**src/hw/rtl/mcut_pkg.sv**
```systemverilog
`timescale 1ns / 1ps
// shared types, constants and helper functions of the bi-objective max-cut evaluator
package mcut_pkg;

  localparam int MAX_VERTICES = 64;
  localparam int WEIGHT_BITS  = 16;

  localparam int VIDX_W      = 6;
  localparam int VCNT_W      = 7;
  localparam int IN_WEIGHT_W = 16;
  localparam int SUM_W       = 27;
  localparam int ADDR_W      = 2 * VIDX_W;
  localparam int TABLE_DEPTH = 1 << ADDR_W;
  localparam int WORD_W      = 2 * WEIGHT_BITS;
  localparam int PART_W      = 1 << VIDX_W;

  localparam longint WeightHi = (longint'(1) <<< (WEIGHT_BITS - 1)) - 1;
  localparam longint WeightLo = -WeightHi - 1;

  typedef logic signed [WEIGHT_BITS-1:0] weight_t;
  typedef logic signed [SUM_W-1:0]       sum_t;

  typedef enum logic {
    CMD_WRITE = 1'b0,
    CMD_EVAL  = 1'b1
  } cmd_e;

  typedef enum logic [2:0] {
    ST_CLEAR,
    ST_IDLE,
    ST_RUN,
    ST_DRAIN,
    ST_FIN
  } state_e;

  // one vertex pair issued by the sequencer
  typedef struct packed {
    logic              valid;
    logic [ADDR_W-1:0] addr;
    logic              cut;
    logic              last;
  } pair_t;

  // saturate an incoming weight to the stored width
  function automatic weight_t fit_weight(logic signed [IN_WEIGHT_W-1:0] w);
    logic signed [63:0] wx;
    logic signed [63:0] r;
    wx = 64'(w);
    if (wx > WeightHi) begin
      r = WeightHi;
    end else if (wx < WeightLo) begin
      r = WeightLo;
    end else begin
      r = wx;
    end
    return r[WEIGHT_BITS-1:0];
  endfunction

  // sign extend a stored weight to the sum width
  function automatic sum_t ext_weight(weight_t w);
    logic signed [63:0] wx;
    wx = 64'(w);
    return wx[SUM_W-1:0];
  endfunction

endpackage

```
**src/hw/rtl/mcut_seq.sv**
```systemverilog
`timescale 1ns / 1ps
// pair sequencer, walks all vertex pairs i<j one per cycle
module mcut_seq import mcut_pkg::*; (
  input  logic              clk_i,
  input  logic              rst_ni,
  input  logic              start_i,
  input  logic [VCNT_W-1:0] n_i,
  input  logic [PART_W-1:0] partition_i,
  output pair_t             pair_o
);

  logic              busy_q, busy_d;
  logic [VIDX_W-1:0] i_q, i_d;
  logic [VIDX_W-1:0] j_q, j_d;
  logic [VCNT_W-1:0] n_q, n_d;
  logic [PART_W-1:0] part_q, part_d;
  logic              j_end;
  logic              i_end;

  assign j_end = ({1'b0, j_q} == (n_q - VCNT_W'(1)));
  assign i_end = ({1'b0, i_q} == (n_q - VCNT_W'(2)));

  always_comb begin
    pair_o.valid = busy_q;
    pair_o.addr  = {i_q, j_q};
    pair_o.cut   = part_q[i_q] ^ part_q[j_q];
    pair_o.last  = j_end && i_end;
  end

  always_comb begin
    busy_d = busy_q;
    i_d    = i_q;
    j_d    = j_q;
    n_d    = n_q;
    part_d = part_q;
    if (start_i) begin
      busy_d = 1'b1;
      i_d    = '0;
      j_d    = VIDX_W'(1);
      n_d    = n_i;
      part_d = partition_i;
    end else if (busy_q) begin
      if (j_end) begin
        if (i_end) begin
          busy_d = 1'b0;
        end else begin
          i_d = i_q + VIDX_W'(1);
          j_d = i_q + VIDX_W'(2);
        end
      end else begin
        j_d = j_q + VIDX_W'(1);
      end
    end
  end

  always_ff @(posedge clk_i or negedge rst_ni) begin
    if (!rst_ni) begin
      busy_q <= 1'b0;
    end else begin
      busy_q <= busy_d;
    end
  end

  always_ff @(posedge clk_i) begin
    i_q    <= i_d;
    j_q    <= j_d;
    n_q    <= n_d;
    part_q <= part_d;
  end

endmodule

```
**config.mk**
```make
export PLATFORM = sky130hd
export DESIGN_NAME = mcut_seq
export DESIGN_NICKNAME = d
export VERILOG_FILES = /design/src/hw/rtl/mcut_pkg.sv /design/src/hw/rtl/mcut_seq.sv
export SDC_FILE = /design/constraint.sdc
export NUM_CORES = 1
export LEC_CHECK = 0
export ABC_AREA = 1
export CORE_UTILIZATION = 45
export CTS_CLUSTER_SIZE = 16
export DETAILED_ROUTE_END_ITERATION = 7
export DONT_BUFFER_PORTS = 1
export PLACE_DENSITY = 0.63
export SLEW_MARGIN = 40
export SYNTH_ARGS = -nofsm -noshare
export SYNTH_HDL_FRONTEND = slang
export SYNTH_SLANG_ARGS = --single-unit
```
**constraint.sdc**
```tcl
create_clock -name clk_i -period 6.1 [get_ports clk_i]
set_clock_uncertainty 0.2 [all_clocks]
set_input_delay 0 -clock clk_i [delete_from_list [all_inputs] [get_ports clk_i]]
set_output_delay 0 -clock clk_i [all_outputs]
set_load 0.03 [all_outputs]
```
==> results.sh <==
export IMPL_drive_gt1_share_pct=6.54
export IMPL_grt_pass1_vias=4180
export IMPL_synth_cell_type_count=25
export IMPL_syn_num_nets=715
export IMPL_routedWlPerCell_um=14.6
export IMPL_power_switching_w=0.000377
export IMPL_path_clk_slew_ns=0.09
export IMPL_yosys_warnings=0
export IMPL_switching_share_pct=28.4
export IMPL_syn_area_per_cell_sq_um=7.73
export IMPL_p_seq_share_pct=52.7
export IMPL_core_sq_um=10500
export IMPL_antenna_found_initial=0
export IMPL_cts_resized=0
export IMPL_root_buffer="clkbuf_8"
export IMPL_outcome="finished, final reports clean"
export IMPL_via_per_inst=5.28
export IMPL_fin_nets=778
export IMPL_setup_viol=0
export IMPL_hold_path_class="in -> reg"
export IMPL_cp_arrival_ns=3.24
export IMPL_timing_fmax_mhz=315
export IMPL_fin_crit_sh_pct=52.1
export IMPL_final_cell_area_sq_um=5930
export IMPL_gp_congestion=0.909
export IMPL_diodes=0
export IMPL_internal_power_w=0.000952
export IMPL_cts_tree="yes"
export IMPL_r2r_cells=10
export IMPL_worstSetupPathType="reg -> reg"
export IMPL_die_h_um=106
export IMPL_drv_slew=0
export IMPL_fin_ws_ns=2.92
export IMPL_grt_usage_pct=22.9
export IMPL_drcViolationCount=0
export IMPL_start_util_pct=46.9
export IMPL_drtAntennaViolNets=0
export IMPL_hpwl_um=8340
export IMPL_area_growth_pct=20.8
export IMPL_pin_count=89
export IMPL_hold_viol_final=0
export IMPL_cp_start_kind="register"
export IMPL_netlist_instances=635
export IMPL_clkLatencyLatePin_ns=0.38
export IMPL_clk_path_buf_depth=2
export IMPL_ir_worst_vdd_uv=181
export IMPL_htree_levels=3
export IMPL_overflow=0
export IMPL_cp_max_fo=11
export IMPL_grt_pass1_wl_um=19800
export IMPL_drt_iter0_drc=253
export IMPL_slew_headroom_pct=54.5
export IMPL_placed_cell_area_sq_um=4950
export IMPL_cts_buffers=9
export IMPL_die_x_um=106
export IMPL_worst_pin_slew_ns=0.680
export IMPL_rsz0062_at_grt="false"
export IMPL_dieArea_sq_um=11300
export IMPL_yosysSeqAreaShare_pct=48.9
export IMPL_num_vias=4430
export IMPL_power_density_nw_per_um2=224
export IMPL_power_leakage_nw=2.65
export IMPL_wirelength_um=12300
export IMPL_post_route_min_period_ns=3.18
export IMPL_pre_cts_ws_ns=3.23
export IMPL_ys_ff_latch=84
export IMPL_n_fill_cell=1001
export IMPL_syn_area_sq_um=4910
export IMPL_p_clk_share_pct=29.7
export IMPL_finalSetupTns_ns=0
export IMPL_pwr_share_comb_pct=17.6
export IMPL_drv_cap=0
export IMPL_drt_pass1_iter_count=5
export IMPL_post_route_util_pct=56.6
export IMPL_min_delay_path_depth=1
export IMPL_cp_required_ns=6.16
export IMPL_io_buffers=0
export IMPL_row_count=37
export IMPL_end_kind="register"
export IMPL_grt_start_max_net_pins=78
export IMPL_cts_sinks=84
## worst max-delay path: stages (launching register included)
cell and delay (ns):
dfxtp_1 0.69, inv_1 0.29, nor2_2 0.16, o21ai_1 0.07, nand2_1 0.09, nand3_1 0.08
nor2_1 0.54, nand3_2 0.20, nand2_1 0.10, a21oi_1 0.06, dlygate4sd3_1 0.56
## power groups by stage
stage	logic (W)	registers [W]	clock network, W
after floorplan	0.000149	0.000703	0
after global placement	0.000180	0.000712	0
after detailed placement	0.000183	0.000712	0
after CTS	0.000233	0.000699	0.000403
after global routing	0.000263	0.000705	0.000427
final	0.000234	0.000700	0.000395
## repair_timing
| action | 4_1_cts | 5_1_grt |
|---|---|---|
| hold buffers | 76 | 0 |
| endpoints found under the hold margin | 156 | 0 |
| setup buffers | 0 | 0 |
## worst paths after layout
path | from | end | slack (ns)
setup / recovery | j_q[4] | i_q[3] | 2.92
hold / removal | partition_i[37] | part_q[37] | 0.04
setup reg to reg | j_q[4] | i_q[3] | 2.92
hold reg to reg | i_q[2] | i_q[2] | 0.48
max in group asynchronous | rst_ni | busy_q | 5.44
min in group asynchronous | rst_ni | busy_q | 0.15
## cell type report
class | count | area (sq um) | share of cell area (%)
Multi-Input combinational cell | 444 | 2060 | 34.8
Sequential cell | 84 | 2410 | 40.6
Tap cell | 136 | 170 | 2.87
Inverter | 81 | 304 | 5.13
Timing Repair Buffer | 78 | 793 | 13.4
Clock buffer | 11 | 131 | 2.22
Clock inverter | 5 | 60.1 | 1.01
## cell usage after synthesis
cell / instances / area share [%]
dfrtp_1: 1 / 0.51
xor2_1: 12 / 2.1
nand4_1: 6 / 0.76
nor2_1: 37 / 2.8
buf_2: 19 / 1.9
ha_1: 6 / 1.5
buf_1: 1 / 0.076
o21ai_0: 8 / 0.82
nand2_1: 236 / 18
nor2_2: 8 / 1.0
o21ai_1: 3 / 0.31
o211ai_1: 12 / 1.8
edfxtp_1: 71 / 43
nand2_4: 2 / 0.46
xnor2_1: 1 / 0.18
o21ai_4: 1 / 0.33
nor2_4: 1 / 0.23
inv_1: 71 / 5.4
a21oi_1: 14 / 1.4
inv_2: 10 / 0.76
buf_4: 6 / 0.92
nand3_1: 94 / 9.6
nand3_2: 2 / 0.41
nor3_1: 1 / 0.10
dfxtp_1: 12 / 4.9
## state kept, by name, indices dropped and copies added, names as in the netlist
register and flops:
n_q 7, part_q 64, j_q 6, i_q 6
busy_q 1
## per-layer routing
metal / part of all wire [%] / global-route usage, % / vias to the layer above
li1: - / - / 2175
met1: 43 / 28.5 / 2070
met2: 48 / 37.2 / 163
met3: 7.1 / 6.93 / 22
met4: 1.9 / 8.81 / 0
met5: 0 / 0 / -
## cells in the final DEF, fill, tap and decap left out, drive strengths merged
cell / n
nand2: 238
nand3: 96
inv: 82
dlygate4sd3: 75
edfxtp: 71
nor2: 46
a21oi: 14
o211ai: 12
xor2: 12
o21ai: 12
dfxtp: 12
clkbuf: 11
nand4: 6
ha: 6
buf: 3
clkinv: 2
xnor2: 1
nor3: 1
dfrtp: 1
bufinv: 1
clkinvlp: 1
## logic make-up (layout without fill, tap and decap cells)
family          count (synthesis)  after routing  share of synthesized area (%)
compound gates                 38             38                           4.72
xor+xnor                       13             13                           2.32
fa+ha+maj                       6              6                           1.53
buf+inv                       107            175                           9.13
flops                          84             84                           48.9
simple gates                  387            387                           33.5
## stage by stage
step,hold slack (ns),total power (W),cells
6_report,0.0414,0.00133,839
5_1_grt,0.0223,0.00139,839
4_1_cts,0.0200,0.00133,839
3_5_place_dp,-0.496,0.000895,747
3_3_place_gp,-0.496,0.000891,747
2_1_floorplan,-0.496,0.000852,635
No activity file was read; power rests on OpenSTA's default activity.
