### src/hw/rtl/mcut_pkg.sv
`timescale 1ns / 1ps
// shared types, constants and helper functions of the bi-objective max-cut evaluator
package mcut_pkg;

  localparam int MAX_VERTICES = 64;
  localparam int WEIGHT_BITS  = 16;

  localparam int VIDX_W      = 6;
  localparam int VCNT_W      = 7;
  localparam int IN_WEIGHT_W = 16;
  localparam int SUM_W       = 27;
  localparam int ADDR_W      = 2 * VIDX_W;
  localparam int TABLE_DEPTH = 1 << ADDR_W;
  localparam int WORD_W      = 2 * WEIGHT_BITS;
  localparam int PART_W      = 1 << VIDX_W;

  localparam longint WeightHi = (longint'(1) <<< (WEIGHT_BITS - 1)) - 1;
  localparam longint WeightLo = -WeightHi - 1;

  typedef logic signed [WEIGHT_BITS-1:0] weight_t;
  typedef logic signed [SUM_W-1:0]       sum_t;

  typedef enum logic {
    CMD_WRITE = 1'b0,
    CMD_EVAL  = 1'b1
  } cmd_e;

  typedef enum logic [2:0] {
    ST_CLEAR,
    ST_IDLE,
    ST_RUN,
    ST_DRAIN,
    ST_FIN
  } state_e;

  // one vertex pair issued by the sequencer
  typedef struct packed {
    logic              valid;
    logic [ADDR_W-1:0] addr;
    logic              cut;
    logic              last;
  } pair_t;

  // saturate an incoming weight to the stored width
  function automatic weight_t fit_weight(logic signed [IN_WEIGHT_W-1:0] w);
    logic signed [63:0] wx;
    logic signed [63:0] r;
    wx = 64'(w);
    if (wx > WeightHi) begin
      r = WeightHi;
    end else if (wx < WeightLo) begin
      r = WeightLo;
    end else begin
      r = wx;
    end
    return r[WEIGHT_BITS-1:0];
  endfunction

  // sign extend a stored weight to the sum width
  function automatic sum_t ext_weight(weight_t w);
    logic signed [63:0] wx;
    wx = 64'(w);
    return wx[SUM_W-1:0];
  endfunction

endpackage

### src/hw/rtl/mcut_acc.sv
`timescale 1ns / 1ps
// shared accumulator for both cut sums
module mcut_acc import mcut_pkg::*; (
  input  logic    clk_i,
  input  logic    clr_i,
  input  logic    add_i,
  input  weight_t wa_i,
  input  weight_t wb_i,
  output sum_t    sum_a_o,
  output sum_t    sum_b_o
);

  sum_t sum_a_q, sum_a_d;
  sum_t sum_b_q, sum_b_d;

  always_comb begin
    sum_a_d = sum_a_q;
    sum_b_d = sum_b_q;
    if (clr_i) begin
      sum_a_d = '0;
      sum_b_d = '0;
    end else if (add_i) begin
      sum_a_d = sum_a_q + ext_weight(wa_i);
      sum_b_d = sum_b_q + ext_weight(wb_i);
    end
  end

  always_ff @(posedge clk_i) begin
    sum_a_q <= sum_a_d;
    sum_b_q <= sum_b_d;
  end

  assign sum_a_o = sum_a_q;
  assign sum_b_o = sum_b_q;

endmodule

### config.mk
export PLATFORM = sky130hd
export DESIGN_NAME = mcut_acc
export DESIGN_NICKNAME = d
export VERILOG_FILES = /design/src/hw/rtl/mcut_pkg.sv /design/src/hw/rtl/mcut_acc.sv
export SDC_FILE = /design/constraint.sdc
export NUM_CORES = 1
export LEC_CHECK = 0
export BUFFER_PORTS_ARGS = -buffer_cell sky130_fd_sc_hd__buf_2
export CORE_ASPECT_RATIO = 1.25
export CORE_MARGIN = 1
export CORE_UTILIZATION = 57
export CTS_BUF_LIST = sky130_fd_sc_hd__clkbuf_16
export CTS_CLUSTER_DIAMETER = 80
export CTS_CLUSTER_SIZE = 20
export DETAILED_ROUTE_END_ITERATION = 8
export PLACE_DENSITY = 0.79
export SETUP_SLACK_MARGIN = 0.4
export SYNTH_ARGS = -nofsm -noshare
export SYNTH_HDL_FRONTEND = slang
export SYNTH_SLANG_ARGS = --single-unit
### constraint.sdc
create_clock -name clk_i -period 3.15 [get_ports clk_i]
set_clock_uncertainty 0.15 [all_clocks]
set_input_delay 0.63 -clock clk_i [delete_from_list [all_inputs] [get_ports clk_i]]
set_output_delay 0.63 -clock clk_i [all_outputs]
set_load 0.01 [all_outputs]
==> results.cfg, run 1 <==
[outcome]
status = complete, no violations

[setup_path]
cp_num_buf_inv = 1
reg2reg_from = sum_b_o[0]
slowest_delay_ps = 400
critPathKind = input pin to flip-flop
cp-start-kind = input pin
path_max_fanout = 13
crit_slowest_cell = ha_1
crit_chain = clkbuf_4 -> ha_1 -> a21oi_1 -> o21ai_0 -> o41ai_2 -> o21a_1 -> o31ai_4 -> mux2i_1 -> mux2_2
cp.arrival_ps = 2790
critPathTopFamily = compound AO/OA/AOI/OAI gates
r2r_setup_slack_ps = 520
end_kind = flip-flop
crit_required_ps = 3180
ff2ff_path_depth = 10
rr_endpoint = sum_b_o[26]

[logic_synthesis]
synth_top_area_share_pct = 23.2
synthAdderAreaFrac_pct = 14.8
yosys.area.top_type = dfxtp_1
synthesis.nets = 683
synth_area_leaders = dfxtp_1 23%, ha_1 14%, a21oi_1 6.3%
syn-cell-area_mm2 = 0.00467
async_reset_ff_share_pct = 0
synth_top_family_by_area = compound AO/OA/AOI/OAI gates
synth.area.mux_share_pct = 4.77
yosysSeqAreaShare_pct = 23.2
synth-simple-area-share_pct = 19.5
ys.flop_type = dfxtp_1
synth_compound_area_share_pct = 28.8
synth_seq_cells = 54
syn_inst = 594
ys_warn_count = 0
synth_cell_type_count = 69
syn-mean-instance-area_um2 = 7.85
synth-xor-area-share_pct = 5.63
synth-edff-count = 0

[layout]
n_antenna_cell = 0
area_growth_pct = 19.6
drive_gt1_share_pct = 20.9
fillerInstances = 664
fin_nets = 779
final_util_pct = 70.8

[placed_design]
portBuffers = 88
gp_congestion = 0.925
post-dp-hpwl_mm = 9.21

[floorplan]
die_y_um = 103
die_w_um = 82.9
coreArea_mm2 = 0.00788
die_area_mm2 = 0.00855
io-pin-count = 89
start_util_pct = 59.2
rows = 36

[drt]
via_per_inst = 6.17
routedWlPerCell_um = 15.7
drt_iter0_drc = 160
wl_mm = 12.3
num_vias = 4838
drc = 0
ant_nets = 0
firstDrtPassIters = 5

[timing]
fin_crit_sh_pct = 87.7
rsz0062_at_grt = true
tns_ps = 0
period_needed_ps = 2760
setup_viol = 0
hold_slack_ps = 335
drv_slew = 0
worst_slew_pin_slew_ps = 1040
hold_viol = 0
timing.fmax_mhz = 362
slew_headroom_pct = 30.5

[clock_network]
cts.sinks = 54
tritoncts = done
cts.reportedPaths.clkPinSlew_ps = 70
cts_hold_buffers = 0
insertion_delay_ps = 290
numCtsBuffers = 5
root_buffer = clkbuf_16
cts_buffer_depth = 2
htree_levels = 2

[grt]
grt_pass1_vias = 4558
grt_usage_pct = 28.6
gr-total-overflow = 0
antenna_found_initial = 0
grt_max_degree = 22
grt_pass1_wl_mm = 20.2

[power_and_ir_drop]
swShare_pct = 39.9
power_density_mw_per_mm2 = 515
totalPowerFinal_mw = 2.87
power_frac_seq_pct = 30.9
total_leakage_power_nw = 2.58
p_clk_share_pct = 18.6
vdd_drop_max_uv = 340
power.switching_mw = 1.15
p_int_mw = 1.73
combPwrFrac_pct = 50.5

[job]
drv_cap = 0

[worst_hold_path]
hold_path.class = flip-flop to flip-flop
min_from = sum_b_o[22]
hold_end = sum_b_o[22]
whs_path_depth = 2
==> layer usage <==
metal  GRT usage, %  up-vias  part of all wire, %
li1               -     2401                    -
met5              0        -                    0
met3           4.40       27                  4.5
met2           54.0      149                   51
met1           32.1     2261                   41
met4           12.6        0                  3.0
==> how the worst max path moves through the flow <==
stage / from / end / slack (ps) / depth (start not counted)
floorplan: wa_i[0] / sum_a_o[26] / 330 / 10
global placement: wa_i[0] / sum_a_o[26] / 140 / 11
detailed placement: wa_i[0] / sum_a_o[26] / 1 / 11
CTS: wa_i[15] / sum_a_o[26] / 400 / 9
global route: wa_i[15] / sum_a_o[26] / 300 / 9
finish: wa_i[15] / sum_a_o[26] / 390 / 9
==> registers in the layout, indices dropped and copies added, names as in the netlist <==
register / count
sum_a_o: 27
sum_b_o: 27
==> layout make-up <==
class | count | area, um2 | share of cell area (%)
clock buffers | 5 | 125 | 2.24
repair buffers | 108 | 602 | 10.8
multi-input cells | 500 | 3570 | 64.0
clock inverters | 1 | 3.75 | 0.0673
flip-flops and latches | 54 | 1080 | 19.4
well taps | 95 | 119 | 2.13
inverters | 21 | 78.8 | 1.41
==> stage by stage <==
stage / cells / instance area (um2) / setup slack (ps)
after floorplan: 594 / 4700 / 332
after global placement: 769 / 5270 / 135
after detailed placement: 769 / 5270 / 1.44
after CTS: 779 / 5430 / 402
after global routing: 784 / 5580 / 296
final: 784 / 5580 / 389
==> cell usage after synthesis (all sizes together) (3+ instances only) <==
library cell	instances
clkbuf	13
a211oi	10
ha	52
nand3b	3
o21ai	48
a21boi	4
o211ai	9
nand4	10
inv	21
nand2b	8
nor2	55
a31oi	5
a32o	5
xor2	11
xnor2	19
nand3	11
dfxtp	54
nor3	5
o31ai	3
mux2i	20
a211o	3
or3	7
a21oi	60
o21bai	4
a21o	15
o21a	10
nor2b	8
buf	6
and2	9
nand2	61
and3	3
==> worst reg2reg max path, stage by stage (launching register included) <==
cell and delay (ps):
dfxtp_1 390, ha_4 160, inv_2 40, fa_2 380, nor2b_4 170, o31ai_4 90
a21o_1 230, a21oi_2 210, a31oi_1 100, nor4_1 260, mux2_2 360
==> kinds of logic (layout without fill, tap and decap cells) <==
logic type / count (synthesis) / in the layout
adder cells (fa/ha/maj): 54 / 54
multiplexers: 22 / 22
flip-flops: 54 / 54
AO/OA/AOI/OAI: 203 / 203
XOR/XNOR: 30 / 30
buffers and inverters: 40 / 135
AND/OR/NAND/NOR: 191 / 191
==> placed cells by master (no fill, tap or decap), types with 10 or more instances in the layout <==
cell / synthesis / layout
buf_4: 0 / 21
mux2i_1: 20 / 20
o21ai_0: 46 / 45
nand3_1: 11 / 11
dfxtp_1: 54 / 54
ha_1: 52 / 42
a211oi_1: 10 / 10
a21o_1: 15 / 15
o21a_1: 10 / 10
nor2_1: 55 / 54
xor2_1: 11 / 11
nand4_1: 10 / 10
buf_2: 4 / 85
xnor2_1: 19 / 19
a21oi_1: 59 / 59
nand2_1: 61 / 61
inv_1: 21 / 19
==> power by group through the flow <==
stage          clock (mW)  combinational [mW]  sequential (mW)
2_1_floorplan           0               0.970            0.937
5_1_grt             0.572                1.62            0.903
3_3_place_gp            0                1.34            0.893
4_1_cts             0.547                1.39            0.885
3_5_place_dp            0                1.37            0.900
6_report            0.533                1.45            0.888
==> timing repair <==
action,4_1_cts,5_1_grt
buffers inserted,4,5
gates resized for setup,1,22
endpoints found under the setup margin,1,11
pin swaps,4,8
(Power assumes the default switching activity.)
==> run 2: changes to the inputs <==
--- a/config.mk
+++ b/config.mk
@@ -13,7 +13,7 @@
 export CTS_CLUSTER_DIAMETER = 80
 export CTS_CLUSTER_SIZE = 20
 export DETAILED_ROUTE_END_ITERATION = 8
-export PLACE_DENSITY = 0.79
+export PLACE_DENSITY_LB_ADDON = 0.3
 export SETUP_SLACK_MARGIN = 0.4
 export SYNTH_ARGS = -nofsm -noshare
 export SYNTH_HDL_FRONTEND = slang
==> run 2 against run 1 <==
Total power up 0.52%. Routed wire length up 0.34%. Via count up 0.83%. Global-route usage down 0.18 points. Sequential share of layout area up 0.083 points. Combinational power about the same. Sequential power about the same. Die area unchanged. Clock-buffer cell count unchanged.
==> results.cfg, run 2 (same netlist as run 1, synthesis figures left out) <==
[clock_network]
tritoncts = done
cts_buffer_depth = 2
cts.reportedPaths.clkPinSlew_ps = 70
insertion_delay_ps = 300
htree_levels = 2
cts.sinks = 54
root_buffer = clkbuf_16
numCtsBuffers = 5

[floorplan]
die_area_mm2 = 0.00855
io-pin-count = 89
die_y_um = 103
rows = 36
start_util_pct = 59.2
die_w_um = 82.9
coreArea_mm2 = 0.00788

[power_and_ir_drop]
p_int_mw = 1.72
p_clk_share_pct = 18.8
power_density_mw_per_mm2 = 519
swShare_pct = 40.4
power_frac_seq_pct = 30.8
power.switching_mw = 1.17
combPwrFrac_pct = 50.4
total_leakage_power_nw = 2.56
totalPowerFinal_mw = 2.89
vdd_drop_max_uv = 306

[timing]
worst_slew_pin_slew_ps = 1130
period_needed_ps = 2720
fin_crit_sh_pct = 86.4
slew_headroom_pct = 24.8
tns_ps = 0
drv_slew = 0
rsz0062_at_grt = true
timing.fmax_mhz = 367
hold_viol = 0
setup_viol = 0

[setup_path]
reg2reg_from = sum_a_o[0]
crit_chain = buf_6 -> ha_4 -> inv_2 -> fa_2 -> nor2b_2 -> o31a_1 -> o211ai_4 -> a21o_1 -> o31ai_2 -> mux2i_1 -> mux2_2
crit_path_end = sum_a_o[26]
cp-startpoint = wa_i[0]
cp.arrival_ps = 2760
end_kind = flip-flop
critPathKind = input pin to flip-flop
path_max_fanout = 5
ff2ff_path_depth = 10
rr_endpoint = sum_a_o[26]
slowest_delay_ps = 350
crit_required_ps = 3190
r2r_setup_slack_ps = 460
cp-start-kind = input pin
crit_slowest_cell = mux2_2

[drt]
routedWlPerCell_um = 15.8
num_vias = 4878
drc = 0
via_per_inst = 6.25
ant_nets = 0
drt_iter0_drc = 186
wl_mm = 12.3
firstDrtPassIters = 5

[placed_design]
portBuffers = 88
gp_congestion = 0.945
post-dp-hpwl_mm = 9.33
placed_cell_area_mm2 = 0.00527

[grt]
grt_usage_pct = 28.4
grt_pass1_wl_mm = 20.0
grt_max_degree = 24
grt_pass1_vias = 4531
antenna_found_initial = 0
gr-total-overflow = 0

[layout]
final_cell_mix = 85 x buf_2, 61 x nand2_1, 56 x a21oi_1
drive_gt1_share_pct = 21.6
fin_nets = 775
n_antenna_cell = 0
area_growth_pct = 19.2
fillerInstances = 640
layout_commonest_cell = buf_2
fin_area_mm2 = 0.00556

[job]
drv_cap = 0

[outcome]
status = complete, no violations

[worst_hold_path]
hold_path.class = flip-flop to flip-flop
-- run 2: final cells by class --
cell class / instances / area, um2 / share of cell area [%]
Timing Repair Buffer: 104 / 572 / 10.3
Multi-Input combinational cell: 500 / 3580 / 64.3
Sequential cell: 54 / 1080 / 19.5
Clock inverter: 2 / 7.51 / 0.135
Inverter: 21 / 78.8 / 1.42
Clock buffer: 5 / 125 / 2.25
Tap cell: 95 / 119 / 2.14
-- run 2: metal layers --
layer	routed length (um)	GRT usage, %	part of all wire, %
met5	0	0	0
met4	406	13.7	3.3
met3	588	3.60	4.8
met2	6290	53.2	51
met1	5040	32.3	41
-- run 2: power by group through the flow --
stage	clock, mW	combinational [mW]	sequential [mW]
after global routing	0.571	1.61	0.905
after CTS	0.553	1.39	0.886
final	0.543	1.46	0.889
after global placement	0	1.34	0.893
after detailed placement	0	1.38	0.901
after floorplan	0	0.970	0.937
-- run 2: worst min-delay path by stage --
stage / start / endpoint / cells after the start
after CTS: sum_a_o[19] / sum_a_o[19] / 2
after floorplan: sum_a_o[18] / sum_a_o[18] / 2
after global placement: sum_a_o[19] / sum_a_o[19] / 2
after detailed placement: sum_b_o[13] / sum_b_o[13] / 2
final: sum_a_o[19] / sum_a_o[19] / 2
after global routing: sum_b_o[13] / sum_b_o[13] / 2
-- run 2: what timing repair did --
action,in CTS,in global routing
setup buffers,0,5
hold buffers,0,0
pin swaps,0,11
endpoints found under the setup margin,1,12
resized for setup,1,28
-- run 2: worst max-delay path: cells and delay by family --
| family | cells | cell delay (ps) |
|---|---|---|
| adder cells (fa/ha/maj) | 2 | 470 |
| AO/OA/AOI/OAI | 4 | 820 |
| AND/OR/NAND/NOR | 1 | 140 |
| buffers and inverters | 2 | 110 |
| multiplexers | 2 | 590 |
-- run 2: through the flow --
step | hold slack, ps | std cells | util [%] | setup slack, ps
2_1_floorplan | 345 | 594 | - | 332
3_3_place_gp | 311 | 769 | 66.8 | 167
3_5_place_dp | 333 | 769 | 66.8 | 83.6
4_1_cts | 343 | 776 | 68.6 | 407
5_1_grt | 362 | 781 | 70.6 | 370
6_report | 338 | 781 | 70.6 | 427
==> run 3: changes to the inputs <==
--- a/config.mk
+++ b/config.mk
@@ -9,12 +9,12 @@
 export CORE_ASPECT_RATIO = 1.25
 export CORE_MARGIN = 1
 export CORE_UTILIZATION = 57
-export CTS_BUF_LIST = sky130_fd_sc_hd__clkbuf_16
 export CTS_CLUSTER_DIAMETER = 80
 export CTS_CLUSTER_SIZE = 20
 export DETAILED_ROUTE_END_ITERATION = 8
 export PLACE_DENSITY_LB_ADDON = 0.3
 export SETUP_SLACK_MARGIN = 0.4
+export SKIP_CTS_REPAIR_TIMING = 1
 export SYNTH_ARGS = -nofsm -noshare
 export SYNTH_HDL_FRONTEND = slang
 export SYNTH_SLANG_ARGS = --single-unit
==> run 3 against run 2 <==
Global-route usage shrank 0.26 points. Largest cell class unchanged. Sequential cell count unchanged. Final cell count shrank 0.64%. Largest power group unchanged. Worst setup slack improved by 36 ps. Total power shrank 6.4%. Sequential share of layout area grew 0.56 points.
==> results.cfg, run 3 (same netlist as run 1, synthesis figures left out) <==
[outcome]
status = complete, no violations

[grt]
grt_pass1_vias = 4537
grt_max_degree = 24
antenna_found_initial = 0
grt_pass1_wl_mm = 19.9
gr-total-overflow = 0
grt_usage_pct = 28.2

[setup_path]
end_kind = flip-flop
cp.arrival_ps = 2760
r2r_setup_slack_ps = 510
critPathKind = input pin to flip-flop
slowest_delay_ps = 370
critPathTopFamily = compound AO/OA/AOI/OAI gates
path_max_fanout = 6
crit_slowest_cell = fa_2
cp-start-kind = input pin
crit_required_ps = 3220
cp_num_buf_inv = 2
crit_chain = buf_2 -> ha_4 -> inv_2 -> fa_2 -> nor2b_2 -> o31a_1 -> o211ai_4 -> a21o_1 -> o31ai_2 -> mux2i_1 -> mux2_2

[floorplan]
io-pin-count = 89
die_y_um = 103
coreArea_mm2 = 0.00788
die_area_mm2 = 0.00855
die_w_um = 82.9
start_util_pct = 59.2
rows = 36

[power_and_ir_drop]
totalPowerFinal_mw = 2.70
power_density_mw_per_mm2 = 500
vdd_drop_max_uv = 282
total_leakage_power_nw = 2.51

[placed_design]
dpl_worst_slack_ps = 83.6
placed_cells = 769
gp_congestion = 0.945
post-dp-hpwl_mm = 9.33
placed_cell_area_mm2 = 0.00527
portBuffers = 88

[timing]
fin_ws_ps = 463
rsz0062_at_grt = false
drv_slew = 0
fin_crit_sh_pct = 85.3
hold_viol = 0
slew_headroom_pct = 25.6
worst_slew_pin_slew_ps = 1110
tns_ps = 0
period_needed_ps = 2690
setup_viol = 0
timing.fmax_mhz = 372

[drt]
ant_nets = 0
via_per_inst = 6.15
wl_mm = 12.0
routedWlPerCell_um = 15.5
num_vias = 4775
firstDrtPassIters = 5
drc = 0
drt_iter0_drc = 195

[clock_network]
tritoncts = done
insertion_delay_ps = 330
cts.sinks = 54
htree_levels = 2
root_buffer = clkbuf_8
numCtsBuffers = 5
cts_buffer_depth = 2
cts.reportedPaths.clkPinSlew_ps = 100

[layout]
final_cell_mix = 86 x buf_2, 61 x nand2_1, 57 x a21oi_1
multi_input_area_mm2 = 0.00352
ff_latch_area_mm2 = 0.00108
area_growth_pct = 15.9
final_cells = 776
fillerInstances = 659
fin_nets = 770
fin_area_mm2 = 0.00541
n_antenna_cell = 0
layout_commonest_cell = buf_2
drive_gt1_share_pct = 19.4

[worst_hold_path]
hold_path.class = flip-flop to flip-flop

[job]
drv_cap = 0
run 3: cell types whose count changed in the layout (fill, tap and decap cells not counted), sizes merged:
cell | before | now
buf | 102 | 97
clkbuf | 7 | 9
inv | 23 | 21
run 3: per-layer routing:
layer	global-route usage (%)	part of all wire [%]	up-vias	wire length [um]
met5	0	0	-	0
met4	13.5	3.4	0	412
met3	3.84	5.4	32	651
met2	52.6	50	166	6050
met1	31.9	41	2211	4880
li1	-	-	2366	-
run 3: final timing paths:
path / start / endpoint / depth (start not counted)
setup / recovery: wa_i[0] / sum_a_o[26] / 11
hold reg to reg: sum_a_o[19] / sum_a_o[19] / 2
setup reg to reg: sum_a_o[0] / sum_a_o[26] / 10
hold / removal: sum_a_o[19] / sum_a_o[19] / 2
run 3: worst reg2reg max path, stage by stage (launching register included):
cell and delay (ps):
dfxtp_2 370, ha_4 140, inv_2 40, fa_2 370, nor2b_2 140, o31a_1 200, o211ai_4 120, a21o_1 210
o31ai_2 240, mux2i_1 240, mux2_2 350
run 3: metrics by stage:
stage | utilization (%) | hold slack [ps]
2_1_floorplan | - | 345
4_1_cts | 67.8 | 348
3_5_place_dp | 66.8 | 333
3_3_place_gp | 66.8 | 311
5_1_grt | 68.6 | 368
6_report | 68.6 | 341
run 3: where the power goes:
part	leakage (nW)	internal, mW	switching, mW
registers	0.447	0.794	0.0916
clock network	0.0383	0.154	0.243
logic	2.02	0.620	0.800
total	2.51	1.57	1.13
run 3: cell type report:
| class | count | share of cell area (%) |
|---|---|---|
| clock buffer | 7 | 1.41 |
| inverter | 21 | 1.46 |
| multi-input combinational | 500 | 65.1 |
| sequential | 54 | 20.0 |
| tap | 95 | 2.20 |
| timing repair buffer | 99 | 9.77 |
